===== config.mk =====
export PLATFORM = sky130hd
export DESIGN_NAME = spanning_tree_bridge_port_state
export DESIGN_NICKNAME = d
export VERILOG_FILES = /design/src/sv/stbp_pkg.sv /design/src/sv/stbp_front.sv /design/src/sv/stbp_queue.sv /design/src/sv/stbp_back.sv /design/src/sv/spanning_tree_bridge_port_state.sv
export SDC_FILE = /design/constraint.sdc
export NUM_CORES = 1
export LEC_CHECK = 0
export BUFFER_PORTS_ARGS = -buffer_cell sky130_fd_sc_hd__buf_2
export CORE_ASPECT_RATIO = 2
export CORE_MARGIN = 1.5
export CORE_UTILIZATION = 37
export DETAILED_ROUTE_END_ITERATION = 7
export GPL_TIMING_DRIVEN = 0
export PLACE_DENSITY = 0.58
export SLEW_MARGIN = 10
export SYNTH_ARGS = -nofsm -noshare
export SYNTH_HDL_FRONTEND = slang
export SYNTH_HIERARCHICAL = 1
export SYNTH_SLANG_ARGS = --single-unit

===== constraint.sdc =====
create_clock -name clock -period 8.3 [get_ports clock]
set_clock_uncertainty 0.15 [all_clocks]
set_input_delay 2.075 -clock clock [delete_from_list [all_inputs] [get_ports clock]]
set_output_delay 2.075 -clock clock [all_outputs]
set_load 0.02 [all_outputs]

===== src/sv/stbp_pkg.sv =====
// ----------------------------------------------------------------------------
// stbp_pkg
// Shared types and constants for the spanning-tree bridge port state block.
// ----------------------------------------------------------------------------
package stbp_pkg;

   localparam int ID_W          = 8;
   localparam int DIST_W        = 8;
   localparam int PORT_IDX_W    = 3;
   localparam int PORT_MASK_W   = 8;
   localparam int DEF_NUM_PORTS = 8;
   localparam int CSR_ADDR_W    = 3;
   localparam int CSR_DATA_W    = 32;
   localparam int REQ_DATA_W    = 32;
   localparam int RSP_DATA_W    = 40;

   localparam logic [DIST_W-1:0] DIST_MAX = '1;

   typedef enum logic [0:0] {
      FUNC_MESSAGE = 1'b0,
      FUNC_TICK    = 1'b1
   } func_type;

   typedef enum logic [0:0] {
      REG_BRIDGE_ID       = 1'b0,
      REG_CONNECTED_PORTS = 1'b1
   } reg_index_type;

   typedef enum logic [1:0] {
      ROLE_DESIGNATED = 2'd0,
      ROLE_ROOT       = 2'd1,
      ROLE_BLOCKED    = 2'd2
   } role_type;

   typedef enum logic [1:0] {
      KIND_IGNORE = 2'd0,
      KIND_MSG    = 2'd1,
      KIND_TICK   = 2'd2
   } kind_type;

   typedef struct packed {
      kind_type                 kind;
      logic [ID_W-1:0]          root;
      logic [DIST_W-1:0]        distance;
      logic [ID_W-1:0]          sender;
      logic [PORT_MASK_W-1:0]   port_sel;
   } item_type;

   typedef struct packed {
      logic                     reinit;
      logic [ID_W-1:0]          id;
   } cfg_type;

   typedef struct packed {
      logic                     send;
      logic [ID_W-1:0]          out_root;
      logic [DIST_W-1:0]        out_distance;
      logic [ID_W-1:0]          out_sender;
      logic [PORT_MASK_W-1:0]   tx_ports;
      logic [ID_W-1:0]          best_root;
   } result_type;

endpackage


===== src/sv/stbp_front.sv =====
// ----------------------------------------------------------------------------
// stbp_front
// Decodes an input beat: classifies it as tick, message or ignored message,
// adds a saturating hop to the distance and one-hot selects the arrival port.
// ----------------------------------------------------------------------------
module stbp_front #(
   parameter int NUM_PORTS = stbp_pkg::DEF_NUM_PORTS
) (
   input  logic [stbp_pkg::REQ_DATA_W-1:0]  req_tdata,
   input  logic                             req_tuser,
   input  logic [stbp_pkg::PORT_MASK_W-1:0] connected_ports,
   output stbp_pkg::item_type               item
);
   import stbp_pkg::*;

   logic [ID_W-1:0]       msg_root;
   logic [DIST_W-1:0]     msg_distance;
   logic [ID_W-1:0]       msg_sender;
   logic [PORT_IDX_W-1:0] in_port;
   logic                  port_ok;

   assign msg_root     = req_tdata[7:0];
   assign msg_distance = req_tdata[15:8];
   assign msg_sender   = req_tdata[23:16];
   assign in_port      = req_tdata[26:24];

   assign port_ok = (32'(in_port) < NUM_PORTS) && connected_ports[in_port];

   always_comb begin
      item.root     = msg_root;
      item.sender   = msg_sender;
      item.distance = (msg_distance == DIST_MAX) ? DIST_MAX : msg_distance + 1'b1;
      item.port_sel = PORT_MASK_W'(1) << in_port;
      if (req_tuser == FUNC_TICK) begin
         item.kind = KIND_TICK;
      end else if (port_ok) begin
         item.kind = KIND_MSG;
      end else begin
         item.kind = KIND_IGNORE;
      end
   end

endmodule


===== src/sv/stbp_queue.sv =====
// ----------------------------------------------------------------------------
// stbp_queue
// Two-entry queue of classified items between the front and back halves.
// ----------------------------------------------------------------------------
module stbp_queue (
   input  logic                clock,
   input  logic                reset,
   input  logic                push,
   input  stbp_pkg::item_type  push_item,
   output logic                full,
   input  logic                pop,
   output logic                head_valid,
   output stbp_pkg::item_type  head_item
);
   import stbp_pkg::*;

   item_type    mem_ff [2];
   logic        wr_ptr_ff, wr_ptr_in;
   logic        rd_ptr_ff, rd_ptr_in;
   logic [1:0]  count_ff, count_in;

   assign full       = (count_ff == 2'd2);
   assign head_valid = (count_ff != 2'd0);
   assign head_item  = mem_ff[rd_ptr_ff];

   always_comb begin
      wr_ptr_in = wr_ptr_ff ^ push;
      rd_ptr_in = rd_ptr_ff ^ pop;
      count_in  = count_ff + {1'b0, push} - {1'b0, pop};
   end

   always_ff @(posedge clock) begin
      if (reset) begin
         wr_ptr_ff <= 1'b0;
         rd_ptr_ff <= 1'b0;
         count_ff  <= 2'd0;
      end else begin
         wr_ptr_ff <= wr_ptr_in;
         rd_ptr_ff <= rd_ptr_in;
         count_ff  <= count_in;
      end
   end

   always_ff @(posedge clock) begin
      if (push) begin
         mem_ff[wr_ptr_ff] <= push_item;
      end
   end

endmodule


===== src/sv/stbp_back.sv =====
// ----------------------------------------------------------------------------
// stbp_back
// Holds root state and port roles, applies one item per cycle while the
// response register is free or being taken, and drives the result register.
// ----------------------------------------------------------------------------
module stbp_back #(
   parameter int NUM_PORTS = stbp_pkg::DEF_NUM_PORTS
) (
   input  logic                             clock,
   input  logic                             reset,
   input  logic [stbp_pkg::ID_W-1:0]        bridge_id,
   input  logic [stbp_pkg::PORT_MASK_W-1:0] connected_ports,
   input  stbp_pkg::cfg_type                cfg,
   input  logic                             head_valid,
   input  stbp_pkg::item_type               head_item,
   output logic                             pop,
   output logic                             rsp_valid,
   input  logic                             rsp_ready,
   output stbp_pkg::result_type             rsp_result
);
   import stbp_pkg::*;

   localparam int LIVE_PORTS = (NUM_PORTS < PORT_MASK_W) ? NUM_PORTS : PORT_MASK_W;

   logic [ID_W-1:0]    root_id_ff, root_id_in;
   logic [DIST_W-1:0]  root_dist_ff, root_dist_in;
   logic [ID_W-1:0]    root_sender_ff, root_sender_in;
   role_type           role_ff [NUM_PORTS];
   role_type           role_in [NUM_PORTS];
   logic               rsp_valid_ff, rsp_valid_in;
   result_type         result_ff, result_in;

   logic [NUM_PORTS-1:0]   sel;
   role_type               cur_role;
   logic                   better;
   logic                   blocked;
   logic                   fwd;
   logic [PORT_MASK_W-1:0] excl;
   logic [PORT_MASK_W-1:0] live;
   logic [PORT_MASK_W-1:0] tx;
   logic [ID_W-1:0]        o_root;
   logic [DIST_W-1:0]      o_dist;

   assign pop        = head_valid && (!rsp_valid_ff || rsp_ready);
   assign rsp_valid  = rsp_valid_ff;
   assign rsp_result = result_ff;

   always_comb begin
      for (int p = 0; p < NUM_PORTS; p++) begin
         sel[p] = (p < PORT_MASK_W) ? head_item.port_sel[PORT_IDX_W'(p)] : 1'b0;
      end
      cur_role = ROLE_DESIGNATED;
      for (int p = 0; p < NUM_PORTS; p++) begin
         if (sel[p]) begin
            cur_role = role_ff[p];
         end
      end

      root_id_in     = root_id_ff;
      root_dist_in   = root_dist_ff;
      root_sender_in = root_sender_ff;
      for (int p = 0; p < NUM_PORTS; p++) begin
         role_in[p] = role_ff[p];
      end

      better  = (head_item.root < root_id_ff) || (head_item.distance < root_dist_ff) ||
                ((head_item.distance == root_dist_ff) &&
                 (head_item.sender < root_sender_ff));
      blocked = 1'b0;
      fwd     = 1'b0;
      excl    = '0;
      o_root  = '0;
      o_dist  = '0;

      if (pop) begin
         unique case (head_item.kind)
            KIND_TICK: begin
               if (root_id_ff == bridge_id) begin
                  fwd    = 1'b1;
                  o_root = bridge_id;
               end
            end
            KIND_MSG: begin
               if (head_item.root <= root_id_ff) begin
                  if (better) begin
                     root_id_in     = head_item.root;
                     root_dist_in   = head_item.distance;
                     root_sender_in = head_item.sender;
                     for (int p = 0; p < NUM_PORTS; p++) begin
                        if (sel[p]) begin
                           role_in[p] = ROLE_ROOT;
                        end else if (role_ff[p] == ROLE_ROOT) begin
                           role_in[p] = ROLE_DESIGNATED;
                        end
                     end
                  end else if (cur_role != ROLE_ROOT && bridge_id > head_item.sender) begin
                     blocked = 1'b1;
                     for (int p = 0; p < NUM_PORTS; p++) begin
                        if (sel[p]) begin
                           role_in[p] = ROLE_BLOCKED;
                        end
                     end
                  end else begin
                     blocked = (cur_role == ROLE_BLOCKED);
                  end
                  if (!blocked) begin
                     fwd    = 1'b1;
                     excl   = head_item.port_sel;
                     o_root = head_item.root;
                     o_dist = head_item.distance;
                  end
               end
            end
            KIND_IGNORE: begin
            end
            default: begin
            end
         endcase
      end

      live = '0;
      for (int p = 0; p < LIVE_PORTS; p++) begin
         live[p] = connected_ports[p] && (role_in[p] != ROLE_BLOCKED);
      end
      tx = fwd ? (live & ~excl) : '0;

      result_in.send         = |tx;
      result_in.out_root     = (|tx) ? o_root : '0;
      result_in.out_distance = (|tx) ? o_dist : '0;
      result_in.out_sender   = (|tx) ? bridge_id : '0;
      result_in.tx_ports     = tx;
      result_in.best_root    = root_id_in;

      if (cfg.reinit) begin
         root_id_in     = cfg.id;
         root_dist_in   = '0;
         root_sender_in = cfg.id;
         for (int p = 0; p < NUM_PORTS; p++) begin
            role_in[p] = ROLE_DESIGNATED;
         end
      end

      if (pop) begin
         rsp_valid_in = 1'b1;
      end else if (rsp_ready) begin
         rsp_valid_in = 1'b0;
      end else begin
         rsp_valid_in = rsp_valid_ff;
      end
   end

   always_ff @(posedge clock) begin
      if (reset) begin
         root_id_ff     <= '0;
         root_dist_ff   <= '0;
         root_sender_ff <= '0;
         for (int p = 0; p < NUM_PORTS; p++) begin
            role_ff[p] <= ROLE_DESIGNATED;
         end
         rsp_valid_ff   <= 1'b0;
      end else begin
         root_id_ff     <= root_id_in;
         root_dist_ff   <= root_dist_in;
         root_sender_ff <= root_sender_in;
         for (int p = 0; p < NUM_PORTS; p++) begin
            role_ff[p] <= role_in[p];
         end
         rsp_valid_ff   <= rsp_valid_in;
      end
   end

   always_ff @(posedge clock) begin
      if (pop) begin
         result_ff <= result_in;
      end
   end

endmodule


===== src/sv/spanning_tree_bridge_port_state.sv =====
// ----------------------------------------------------------------------------
// spanning_tree_bridge_port_state
// One bridge of a simplified spanning-tree protocol: root election, port
// roles and message forwarding, with an APB-style register port.
// Throughput: one beat per cycle while rsp_tready is not held low; the back
// stage applies one item per cycle to the root state and registers its
// response beat, and a two-entry queue decouples it from the input side.
// Reset: synchronous; root state cleared to bridge_id 0, all ports designated.
// ----------------------------------------------------------------------------
module spanning_tree_bridge_port_state #(
   parameter int NUM_PORTS = stbp_pkg::DEF_NUM_PORTS
) (
   input  logic                             clock,
   input  logic                             reset,
   input  logic                             req_tvalid,
   output logic                             req_tready,
   // msg_root[7:0], msg_distance[15:8], msg_sender[23:16], in_port[26:24]
   input  logic [stbp_pkg::REQ_DATA_W-1:0]  req_tdata,
   // func[0]
   input  logic                             req_tuser,
   output logic                             rsp_tvalid,
   input  logic                             rsp_tready,
   // out_root[7:0], out_distance[15:8], out_sender[23:16], tx_ports[31:24],
   // best_root[39:32]
   output logic [stbp_pkg::RSP_DATA_W-1:0]  rsp_tdata,
   // send[0]
   output logic                             rsp_tuser,
   input  logic                             csr_psel,
   input  logic                             csr_penable,
   input  logic                             csr_pwrite,
   input  logic [stbp_pkg::CSR_ADDR_W-1:0]  csr_paddr,
   input  logic [stbp_pkg::CSR_DATA_W-1:0]  csr_pwdata,
   output logic [stbp_pkg::CSR_DATA_W-1:0]  csr_prdata,
   output logic                             csr_pready
);
   import stbp_pkg::*;

   logic [ID_W-1:0]        bridge_id_ff, bridge_id_in;
   logic [PORT_MASK_W-1:0] connected_ff, connected_in;
   logic                   csr_write;
   reg_index_type          csr_index;
   cfg_type                cfg;
   item_type               front_item;
   item_type               head_item;
   logic                   queue_full;
   logic                   head_valid;
   logic                   pop;
   result_type             result;

   assign csr_pready = 1'b1;
   assign csr_write  = csr_psel && csr_penable && csr_pwrite;
   assign csr_index  = reg_index_type'(csr_paddr[2]);

   always_comb begin
      bridge_id_in = bridge_id_ff;
      connected_in = connected_ff;
      cfg.reinit   = 1'b0;
      cfg.id       = csr_pwdata[ID_W-1:0];
      if (csr_write) begin
         unique case (csr_index)
            REG_BRIDGE_ID: begin
               bridge_id_in = csr_pwdata[ID_W-1:0];
               cfg.reinit   = 1'b1;
            end
            REG_CONNECTED_PORTS: begin
               connected_in = csr_pwdata[PORT_MASK_W-1:0];
            end
            default: begin
            end
         endcase
      end
      unique case (csr_index)
         REG_BRIDGE_ID:       csr_prdata = CSR_DATA_W'(bridge_id_ff);
         REG_CONNECTED_PORTS: csr_prdata = CSR_DATA_W'(connected_ff);
         default:             csr_prdata = '0;
      endcase
   end

   always_ff @(posedge clock) begin
      if (reset) begin
         bridge_id_ff <= '0;
         connected_ff <= '0;
      end else begin
         bridge_id_ff <= bridge_id_in;
         connected_ff <= connected_in;
      end
   end

   assign req_tready = !queue_full;

   stbp_front #(
      .NUM_PORTS (NUM_PORTS)
   ) u_front (
      .req_tdata       (req_tdata),
      .req_tuser       (req_tuser),
      .connected_ports (connected_ff),
      .item            (front_item)
   );

   stbp_queue u_queue (
      .clock      (clock),
      .reset      (reset),
      .push       (req_tvalid && req_tready),
      .push_item  (front_item),
      .full       (queue_full),
      .pop        (pop),
      .head_valid (head_valid),
      .head_item  (head_item)
   );

   stbp_back #(
      .NUM_PORTS (NUM_PORTS)
   ) u_back (
      .clock           (clock),
      .reset           (reset),
      .bridge_id       (bridge_id_ff),
      .connected_ports (connected_ff),
      .cfg             (cfg),
      .head_valid      (head_valid),
      .head_item       (head_item),
      .pop             (pop),
      .rsp_valid       (rsp_tvalid),
      .rsp_ready       (rsp_tready),
      .rsp_result      (result)
   );

   assign rsp_tuser = result.send;
   assign rsp_tdata = {result.best_root, result.tx_ports, result.out_sender,
                       result.out_distance, result.out_root};

endmodule


==> results of run 1 <==
## routing by layer
metal | global-route usage, % | vias to the layer above
met5 | 0 | -
met4 | 11.9 | 0
met3 | 3.47 | 57
met2 | 36.5 | 192
met1 | 17.1 | 2855
li1 | - | 2941
## registers in the layout, summed over array words and instances, names as in the netlist
name,flops
u_back/rsp_valid,1
u_queue/mem_ff,68
u_queue/rd_ptr_ff,1
u_back/root_id_ff,8
connected_ff,8
u_back/root_dist_ff,8
u_queue/wr_ptr_ff,1
u_back/root_sender_ff,8
u_queue/count_ff,2
u_back/role_ff,16
u_back/rsp_result,41
bridge_id_ff,8
## worst max-delay path, stage by stage
cell and delay (ns):
buf_2 0.10, buf_6 0.15, mux2_2 0.37, buf_2 0.17
## synth_stat cells, types with 3 or more instances
library cell / n / area, um^2
a211oi_1: 8 / 60.1
a21boi_0: 6 / 45.0
a21oi_1: 26 / 130
a21oi_2: 17 / 149
a22oi_1: 8 / 60.1
a311oi_1: 7 / 61.3
a31oi_1: 5 / 31.3
and4_1: 3 / 26.3
buf_12: 3 / 60.1
buf_2: 5 / 25.0
buf_4: 42 / 315
buf_6: 6 / 67.6
clkbuf_1: 17 / 63.8
dfxtp_1: 61 / 1220
edfxtp_1: 109 / 3270
ha_1: 38 / 475
inv_1: 51 / 191
mux2_2: 13 / 146
mux2_4: 29 / 435
mux2i_1: 19 / 190
nand2_1: 76 / 285
nand2b_1: 26 / 163
nand3_1: 8 / 40.0
nand4_1: 9 / 56.3
nor2_1: 36 / 135
nor2b_1: 8 / 50.1
nor3_1: 16 / 80.1
nor3b_1: 5 / 37.5
o211ai_1: 4 / 30.0
o21a_1: 4 / 30.0
o21ai_0: 18 / 90.1
o21ai_1: 3 / 15.0
o31ai_1: 4 / 30.0
or2_2: 4 / 25.0
or3_1: 3 / 18.8
xnor2_1: 10 / 87.6
## area by class of cell
class / count / area, um^2 / share of cell area [%]
Clock buffer: 17 / 425 / 4.12
Clock inverter: 15 / 171 / 1.66
Buffer: 76 / 564 / 5.47
Tap cell: 283 / 354 / 3.43
Timing Repair Buffer: 78 / 435 / 4.22
Inverter: 52 / 195 / 1.89
Sequential cell: 170 / 4490 / 43.6
Multi-Input combinational cell: 494 / 3680 / 35.6
## worst paths after layout
kind | from | end | slack [ns] | depth (start not counted)
max reg2reg | u_queue/rd_ptr_ff$_SDFF_PP0_ | u_back/root_dist_ff[4]$_SDFFE_PP0P_ | 3.92 | 13
min reg2reg | u_back/role_ff[1][0]$_SDFF_PP0_ | u_back/role_ff[1][0]$_SDFF_PP0_ | 0.28 | 2
min | u_back/role_ff[1][0]$_SDFF_PP0_ | u_back/role_ff[1][0]$_SDFF_PP0_ | 0.28 | 2
max | csr_paddr[2] | csr_prdata[1] | 3.21 | 4
## where the power goes
part,leakage (nW),internal [mW],switching [mW]
Combinational,2.19,0.374,0.589
Sequential,1.54,1.08,0.0441
Clock,0.289,0.473,0.335
Total,4.02,1.93,0.969
## cells by family (layout without fill, tap and decap cells)
| group | after synthesis | count (layout) | synth area share, % |
|---|---|---|---|
| compound gates | 144 | 144 | 12.1 |
| xor+xnor | 12 | 12 | 1.34 |
| fa+ha+maj | 38 | 38 | 5.38 |
| buf+inv | 128 | 238 | 8.59 |
| flops | 170 | 170 | 50.8 |
| mux | 63 | 63 | 9.24 |
| other cells | 2 | 25 | 0.0849 |
| simple gates | 212 | 212 | 12.4 |
==> results.toml, run 1 <==
[status]
outcome = "complete, but fails checks"
violations = "design-rule violations"

[clock_tree]
path_clk_slew_ns = 0.06
numClockSinks = 170
htreeDepth = 4
post-cts-setup-buffer-count = 0
clk_latency_ns = 0.44
clockBufferDepth = 2
holdBufCountCts = 0
cts_buffers = 17
cts_tree = "built"
cts-root-buf = "clkbuf_16"
cts_resized = 0

[power_and_ir_drop]
total_power_mw = 2.90
power_density_mw_per_mm2 = 281
leakage_nw = 4.02
ir_worst_vdd_uv = 141

[placement]
gp_congestion = 0.876
dp_worst_setup_slack_ns = 3.21
hpwl_um = 17800
placedCellCount = 1153
dpl_cell_area_mm2 = 0.00972
port_buffers = 75

[route]
ant_nets = 0
routedWlPerCell_um = 18.9
initialDrtViolationCount = 332
wl_met1_um = 7510
dr.pass1.iters = 8
top_layer = "met4"
wl_met2_um = 12600
routed_wl_um = 22400
route.detailed.drc = 10
wl_met3_um = 1010
viasPerCell = 5.10
dr_total_vias = 6045

[global_routing]
antenna_found_initial = 0
grt_use_total_pct = 18.6
grt_max_degree = 42
grt_pass1_vias = 6260
grt_first_pass_wirelength_um = 34300
grt-ovfl-total = 0

[timing]
setup_violations = 0
fmax_mhz = 196
setup_ws_ns = 3.21
hold_viol = 0
relSlewSlack_pct = 55.8
final_max_slew_viol_count = 0
holdWs_ns = 0.280
fin_crit_ns = 5.09
worst_slew_pin_slew_ns = 0.659
rsz0062_at_grt = "false"
fin_crit_sh_pct = 61.4
finalSetupTns_ns = 0

[logic_synthesis]
yosysWarnings = 6
syn-cell-area_mm2 = 0.00884
postSynthAreaPerCell_um2 = 11.5
synth_edf_count = 109
ys_types = 84
synth_cells = 769
ys_ff_latch = 170
ys_seq_area_share_pct = 50.8
synthArstFlopShare_pct = 0
synthFlopType = "edfxtp_1"

[finish]
fin_area_mm2 = 0.0103
area_growth_pct = 16.7
layout_common_cells = "109 x edfxtp_1, 80 x buf_2, 76 x nand2_1"
finish.utilization_pct = 44.2
stdcell_count = 1185
final_nets = 1002
drive_gt1_share_pct = 29.3
antenna_cells = 0
final_common_cell = "edfxtp_1"
fill_cells = 2213

[floorplan]
initial_core_util_pct = 37.9
row_count = 79
die-width_um = 112
dieHeight_um = 222
pin_count = 151
core_area_mm2 = 0.0233
dieArea_mm2 = 0.0249

[critical_path]
cp.required_ns = 6.08
arrival_ns = 2.87
path_max_fanout = 10
path_class = "in -> out"
end_kind = "output port"
cp-start-kind = "primary input"

[worst_hold_path]
worstHoldPathType = "reg -> reg"

[run]
cap_violations = 0
No activity file was read; power rests on OpenSTA's default activity.
==> run 2, diff against run 1 <==
PLACE_DENSITY = 0.61   (was 0.58)
clock period = 4.4 ns   (was 8.3 ns; I/O delays follow)
==> run 2 against run 1 <==
Effect of this change: the run now ends clean; setup slack lost 3.0 ns; power is 87% higher; non-clock buffer count unchanged; combinational power grew 89%; via count rose by 0.84%; largest cell class unchanged; die area did not move; clock power rose by 82%.
==> results.toml, run 2 (synthesis results as in run 1) <==
[finish]
layout_common_cells = "109 x edfxtp_1, 80 x buf_2, 76 x nand2_1"
antenna_cells = 0
top_register = "u_queue/mem_ff"
fill_cells = 2195
finish.utilization_pct = 44.2
area_growth_pct = 16.6
drive_gt1_share_pct = 29.5
final_common_cell = "edfxtp_1"
final_nets = 1002
largest_reg_flops = 68

[global_routing]
antenna_found_initial = 0
grt_util_met2_pct = 34.6
grt_use_total_pct = 18.2
use_met1_pct = 16.7
grt.met3_usage_pct = 3.96
grt_max_degree = 40
grt_pass1_vias = 6121
grt_busiest_layer = "met2"
grt_first_pass_wirelength_um = 33500
grt-ovfl-total = 0

[critical_path]
worstPathCellList = "buf_6 > buf_12 > mux2_4 > ha_1 > a2111oi_0 > o21ai_0 > nand2_1 > nand4_1 > o211a_4 > o21a_1 > o221a_2 > nor4_4 > buf_6 > a21oi_2"
crit_family = "compound AO/OA/AOI/OAI gates"
slowest_delay_ns = 0.40
critPathBufInv = 3
end_kind = "flip-flop"
cp.required_ns = 4.43
cp_slowest_cell = "a2111oi_0"
cp_common_cell = "buf_6"
path_class = "reg -> reg"
cp-start-kind = "flip-flop"
path_max_fanout = 10
arrival_ns = 4.19

[clock_tree]
htreeDepth = 4
post-cts-setup-buffer-count = 0
numClockSinks = 170
clk_latency_ns = 0.44
path_clk_slew_ns = 0.07
cts-root-buf = "clkbuf_16"
clockBufferDepth = 2
cts_buffers = 17
cts_tree = "built"

[route]
dr.pass1.iters = 7
routed_wl_um = 22200
initialDrtViolationCount = 301
dr_total_vias = 6096
ant_nets = 0
route.detailed.drc = 0
viasPerCell = 5.14
routedWlPerCell_um = 18.8

[timing]
final_max_slew_viol_count = 0
holdWs_ns = 0.285
fmax_mhz = 240
fin_crit_sh_pct = 94.7
relSlewSlack_pct = 54.4
rsz0062_at_grt = "false"
setup_violations = 0
worst_slew_pin_slew_ns = 0.684
fin_crit_ns = 4.17
hold_viol = 0

[floorplan]
pin_count = 151
core_area_mm2 = 0.0233
dieHeight_um = 222
dieArea_mm2 = 0.0249
die-width_um = 112
initial_core_util_pct = 37.9
row_count = 79

[placement]
hpwl_um = 17500
gp_congestion = 0.886
port_buffers = 75

[power_and_ir_drop]
power_density_mw_per_mm2 = 525
ir_worst_vdd_uv = 244
leakage_nw = 4.01

[status]
outcome = "finished, final reports clean"

[run]
cap_violations = 0

[worst_hold_path]
worstHoldPathType = "reg -> reg"
run 2: cell types whose count changed in the layout (fill, tap and decap cells not counted), sizes merged:
cell | previous run | this run
clkbuf | 37 | 39
bufinv | 3 | 2
clkinv | 6 | 5
inv | 56 | 55
clkinvlp | 2 | 3
run 2: layout make-up:
type / instances / area (um^2) / share of cell area, %
Sequential cell: 170 / 4490 / 43.6
Multi-Input combinational cell: 494 / 3680 / 35.7
Buffer: 76 / 567 / 5.50
Timing Repair Buffer: 78 / 435 / 4.23
Clock buffer: 19 / 433 / 4.20
Tap cell: 283 / 354 / 3.44
Inverter: 52 / 195 / 1.89
Clock inverter: 13 / 144 / 1.40
run 2: report_power, final:
part,switching [mW],internal (mW)
Combinational,1.12,0.706
Sequential,0.0820,2.04
Clock,0.628,0.839
run 2: path summary, 6_finish.rpt:
| kind | startpoint | to | slack (ns) | depth (start not counted) |
|---|---|---|---|---|
| setup / recovery | u_queue/rd_ptr_ff$_SDFF_PP0_ | u_back/rsp_result[24]$_SDFFCE_PP0P_ | 0.23 | 14 |
| hold / removal | u_back/role_ff[1][0]$_SDFF_PP0_ | u_back/role_ff[1][0]$_SDFF_PP0_ | 0.29 | 2 |
| setup reg to reg | u_queue/rd_ptr_ff$_SDFF_PP0_ | u_back/rsp_result[24]$_SDFFCE_PP0P_ | 0.23 | 14 |
| hold reg to reg | u_back/role_ff[1][0]$_SDFF_PP0_ | u_back/role_ff[1][0]$_SDFF_PP0_ | 0.29 | 2 |
run 2: repair_timing:
item,CTS,global route
setup endpoints to repair,20,32
hold buffers,0,0
gates resized for setup,1,5
run 2: worst register-to-register path: cells and delay by family (launching register included):
family / cells / cell delay [ns]
AND/OR/NAND/NOR: 3 / 0.79
AO/OA/AOI/OAI: 6 / 1.36
flip-flops: 1 / 0.33
buffers and inverters: 3 / 0.63
multiplexers: 1 / 0.32
adder cells (fa/ha/maj): 1 / 0.33
run 2: stage by stage:
stage	total power, mW	cell area [um^2]	setup slack (ns)	setup TNS, ns	instances
after floorplan	3.42	8930	0.318	0	792
after global placement	3.93	9660	-0.669	-26.28	1150
after detailed placement	3.98	9720	-0.0632	-1.05	1153
after CTS	5.46	10300	0.0526	0	1185
after global routing	5.67	10300	0.00315	0	1185
final	5.41	10300	0.232	0	1185
run 2: per-layer routing:
layer / share of wire (%) / up-vias
met5: 0 / -
met4: 6.6 / 0
met3: 4.6 / 63
met2: 55 / 205
met1: 34 / 2888
li1: - / 2940
==> run 3, diff against run 2 <==
CORE_UTILIZATION = 30   (was 37)
PLACE_DENSITY = 0.5   (was 0.61)
clock period = 4.29 ns   (was 4.4 ns; I/O delays follow)
==> run 3 against run 2 <==
Effect of this change: sequential share of layout area fell by 0.86 points; hold slack got worse by 0.0049 ns; global-route usage fell by 3.2 points; critical path type unchanged; largest cell class unchanged.
==> results.toml, run 3 (synthesis results as in run 1) <==
[status]
outcome = "finished, final reports clean"

[route]
ant_nets = 0
route.detailed.drc = 0
routed_wl_um = 22800
dr_total_vias = 6000
viasPerCell = 4.74
routedWlPerCell_um = 18.0
dr.pass1.iters = 5
initialDrtViolationCount = 242

[floorplan]
core_area_mm2 = 0.0290
die-width_um = 124
pin_count = 151
dieArea_mm2 = 0.0306
initial_core_util_pct = 30.5
dieHeight_um = 246
row_count = 88

[finish]
multiInputGateArea_mm2 = 0.00371
antenna_cells = 0
top_register = "u_queue/mem_ff"
final_common_cell = "edfxtp_1"
layout_common_cells = "109 x edfxtp_1, 78 x buf_2, 76 x nand2_1"
fill_cells = 2881
drive_gt1_share_pct = 30.2
regArea_mm2 = 0.00449
largest_reg_flops = 68
fin_area_mm2 = 0.0105
stdcell_count = 1266
area_growth_pct = 18.9
final_nets = 1006

[placement]
port_buffers = 75
gp_congestion = 0.878
hpwl_um = 18200
placedCellCount = 1230
dpl_cell_area_mm2 = 0.00982

[worst_hold_path]
whs_endpoint = "u_back/role_ff[1][6]$_SDFF_PP0_"
min-delay-start = "u_back/role_ff[1][6]$_SDFF_PP0_"
holdPathStages = 2
worstHoldPathType = "reg -> reg"

[critical_path]
worstRegToRegCells = 16
path_max_fanout = 10
cp.required_ns = 4.33
r2r_start = "u_queue/rd_ptr_ff$_SDFF_PP0_"
crit-reg2reg-capture = "u_back/rsp_result[36]$_SDFFCE_PN0P_"
arrival_ns = 4.21
cp-start-kind = "flip-flop"
cp-startpoint = "u_queue/rd_ptr_ff$_SDFF_PP0_"
end_kind = "flip-flop"
path_class = "reg -> reg"
regToRegSetupSlack_ns = 0.12

[clock_tree]
htreeDepth = 4
cts-root-buf = "clkbuf_16"
clk_latency_ns = 0.44
clockBufferDepth = 2
path_clk_slew_ns = 0.07
cts_tree = "built"
cts_buffers = 17
numClockSinks = 170

[power_and_ir_drop]
switching_share_pct = 33.8
ir_worst_vdd_uv = 250
seq_power_share_pct = 38.5
p_sw_mw = 1.92
total_power_mw = 5.67
leakage_nw = 4.05
combPwrFrac_pct = 33.1
power_density_mw_per_mm2 = 539
p_int_mw = 3.75
clkPwrFrac_pct = 28.4

[timing]
setup_violations = 0
worst_slew_pin_slew_ns = 0.666
hold_viol = 0
holdWs_ns = 0.280
fmax_mhz = 240
final_max_slew_viol_count = 0
fin_crit_ns = 4.17
fin_crit_sh_pct = 97.2
relSlewSlack_pct = 55.6
rsz0062_at_grt = "true"

[global_routing]
grt_first_pass_wirelength_um = 34200
grt_pass1_vias = 6073
grt-ovfl-total = 0
antenna_found_initial = 0
grt_max_degree = 39
grt_use_total_pct = 15.0

[run]
cap_violations = 0
## run 3: changes by cell type in the layout (fill, tap and decap cells not counted), moves of 2 or more
cell / delta
buf_4: +4
clkbuf_2: -2
buf_6: +2
buf_2: -2
## run 3: critical path: stages, from the launching register on
cell	delay [ns]
dfxtp_1	0.33
buf_6	0.17
buf_12	0.17
mux2_4	0.35
ha_1	0.32
a211o_1	0.30
a21oi_4	0.20
and4_4	0.25
o21a_2	0.21
and3_1	0.17
clkbuf_2	0.17
a31oi_1	0.10
o221a_2	0.30
nor4_4	0.28
buf_4	0.20
buf_6	0.19
a21oi_2	0.08
## run 3: timing repair
action                                  CTS  global route
endpoints found under the setup margin   26            34
hold buffers                              0             0
pin swaps                                 0             3
resized for setup                         7             5
buffers inserted                          0             4
## run 3: worst max-delay path by stage
stage	cells past startpoint	slack, ns	to
floorplan	11	0.24	u_back/rsp_result[16]$_SDFFCE_PN0P_
global placement	11	-0.88	u_back/rsp_result[27]$_SDFFCE_PP0P_
detailed placement	14	-0.30	u_back/rsp_result[26]$_SDFFCE_PP0P_
CTS	13	0.02	u_back/root_dist_ff[2]$_SDFFE_PP0P_
global route	15	-0.02	u_back/rsp_result[21]$_SDFFCE_PN0P_
finish	16	0.12	u_back/rsp_result[36]$_SDFFCE_PN0P_
## run 3: layout make-up
cell class,count,area share (%)
Buffer,76,5.49
Clock buffer,18,4.08
Clock inverter,14,1.82
Inverter,52,1.86
Multi-Input combinational cell,494,35.3
Sequential cell,170,42.8
Tap cell,360,4.28
Timing Repair Buffer,82,4.43
## run 3: power groups by stage
stage / sequential [mW] / combinational, mW / clock, mW
global placement: 2.24 / 1.82 / 0
global route: 2.21 / 2.04 / 1.71
floorplan: 2.41 / 1.10 / 0
finish: 2.18 / 1.88 / 1.61
detailed placement: 2.23 / 1.88 / 0
CTS: 2.19 / 1.90 / 1.65
## run 3: layer usage
layer | vias up | global-route usage (%) | wire length [um]
met2 | 180 | 29.1 | 12700
met4 | 0 | 10.3 | 1350
met5 | - | 0 | 0
met1 | 2827 | 13.7 | 7840
met3 | 55 | 3.02 | 925
li1 | 2938 | - | -
## run 3: stage by stage
stage / utilization [%] / setup slack (ns) / setup TNS (ns)
after detailed placement: 33.9 / -0.301 / -6.49
after global routing: 36.3 / -0.0207 / -0.122
after floorplan: - / 0.236 / 0
after global placement: 33.7 / -0.882 / -40.56
after CTS: 36.1 / 0.0157 / 0
final: 36.3 / 0.122 / 0
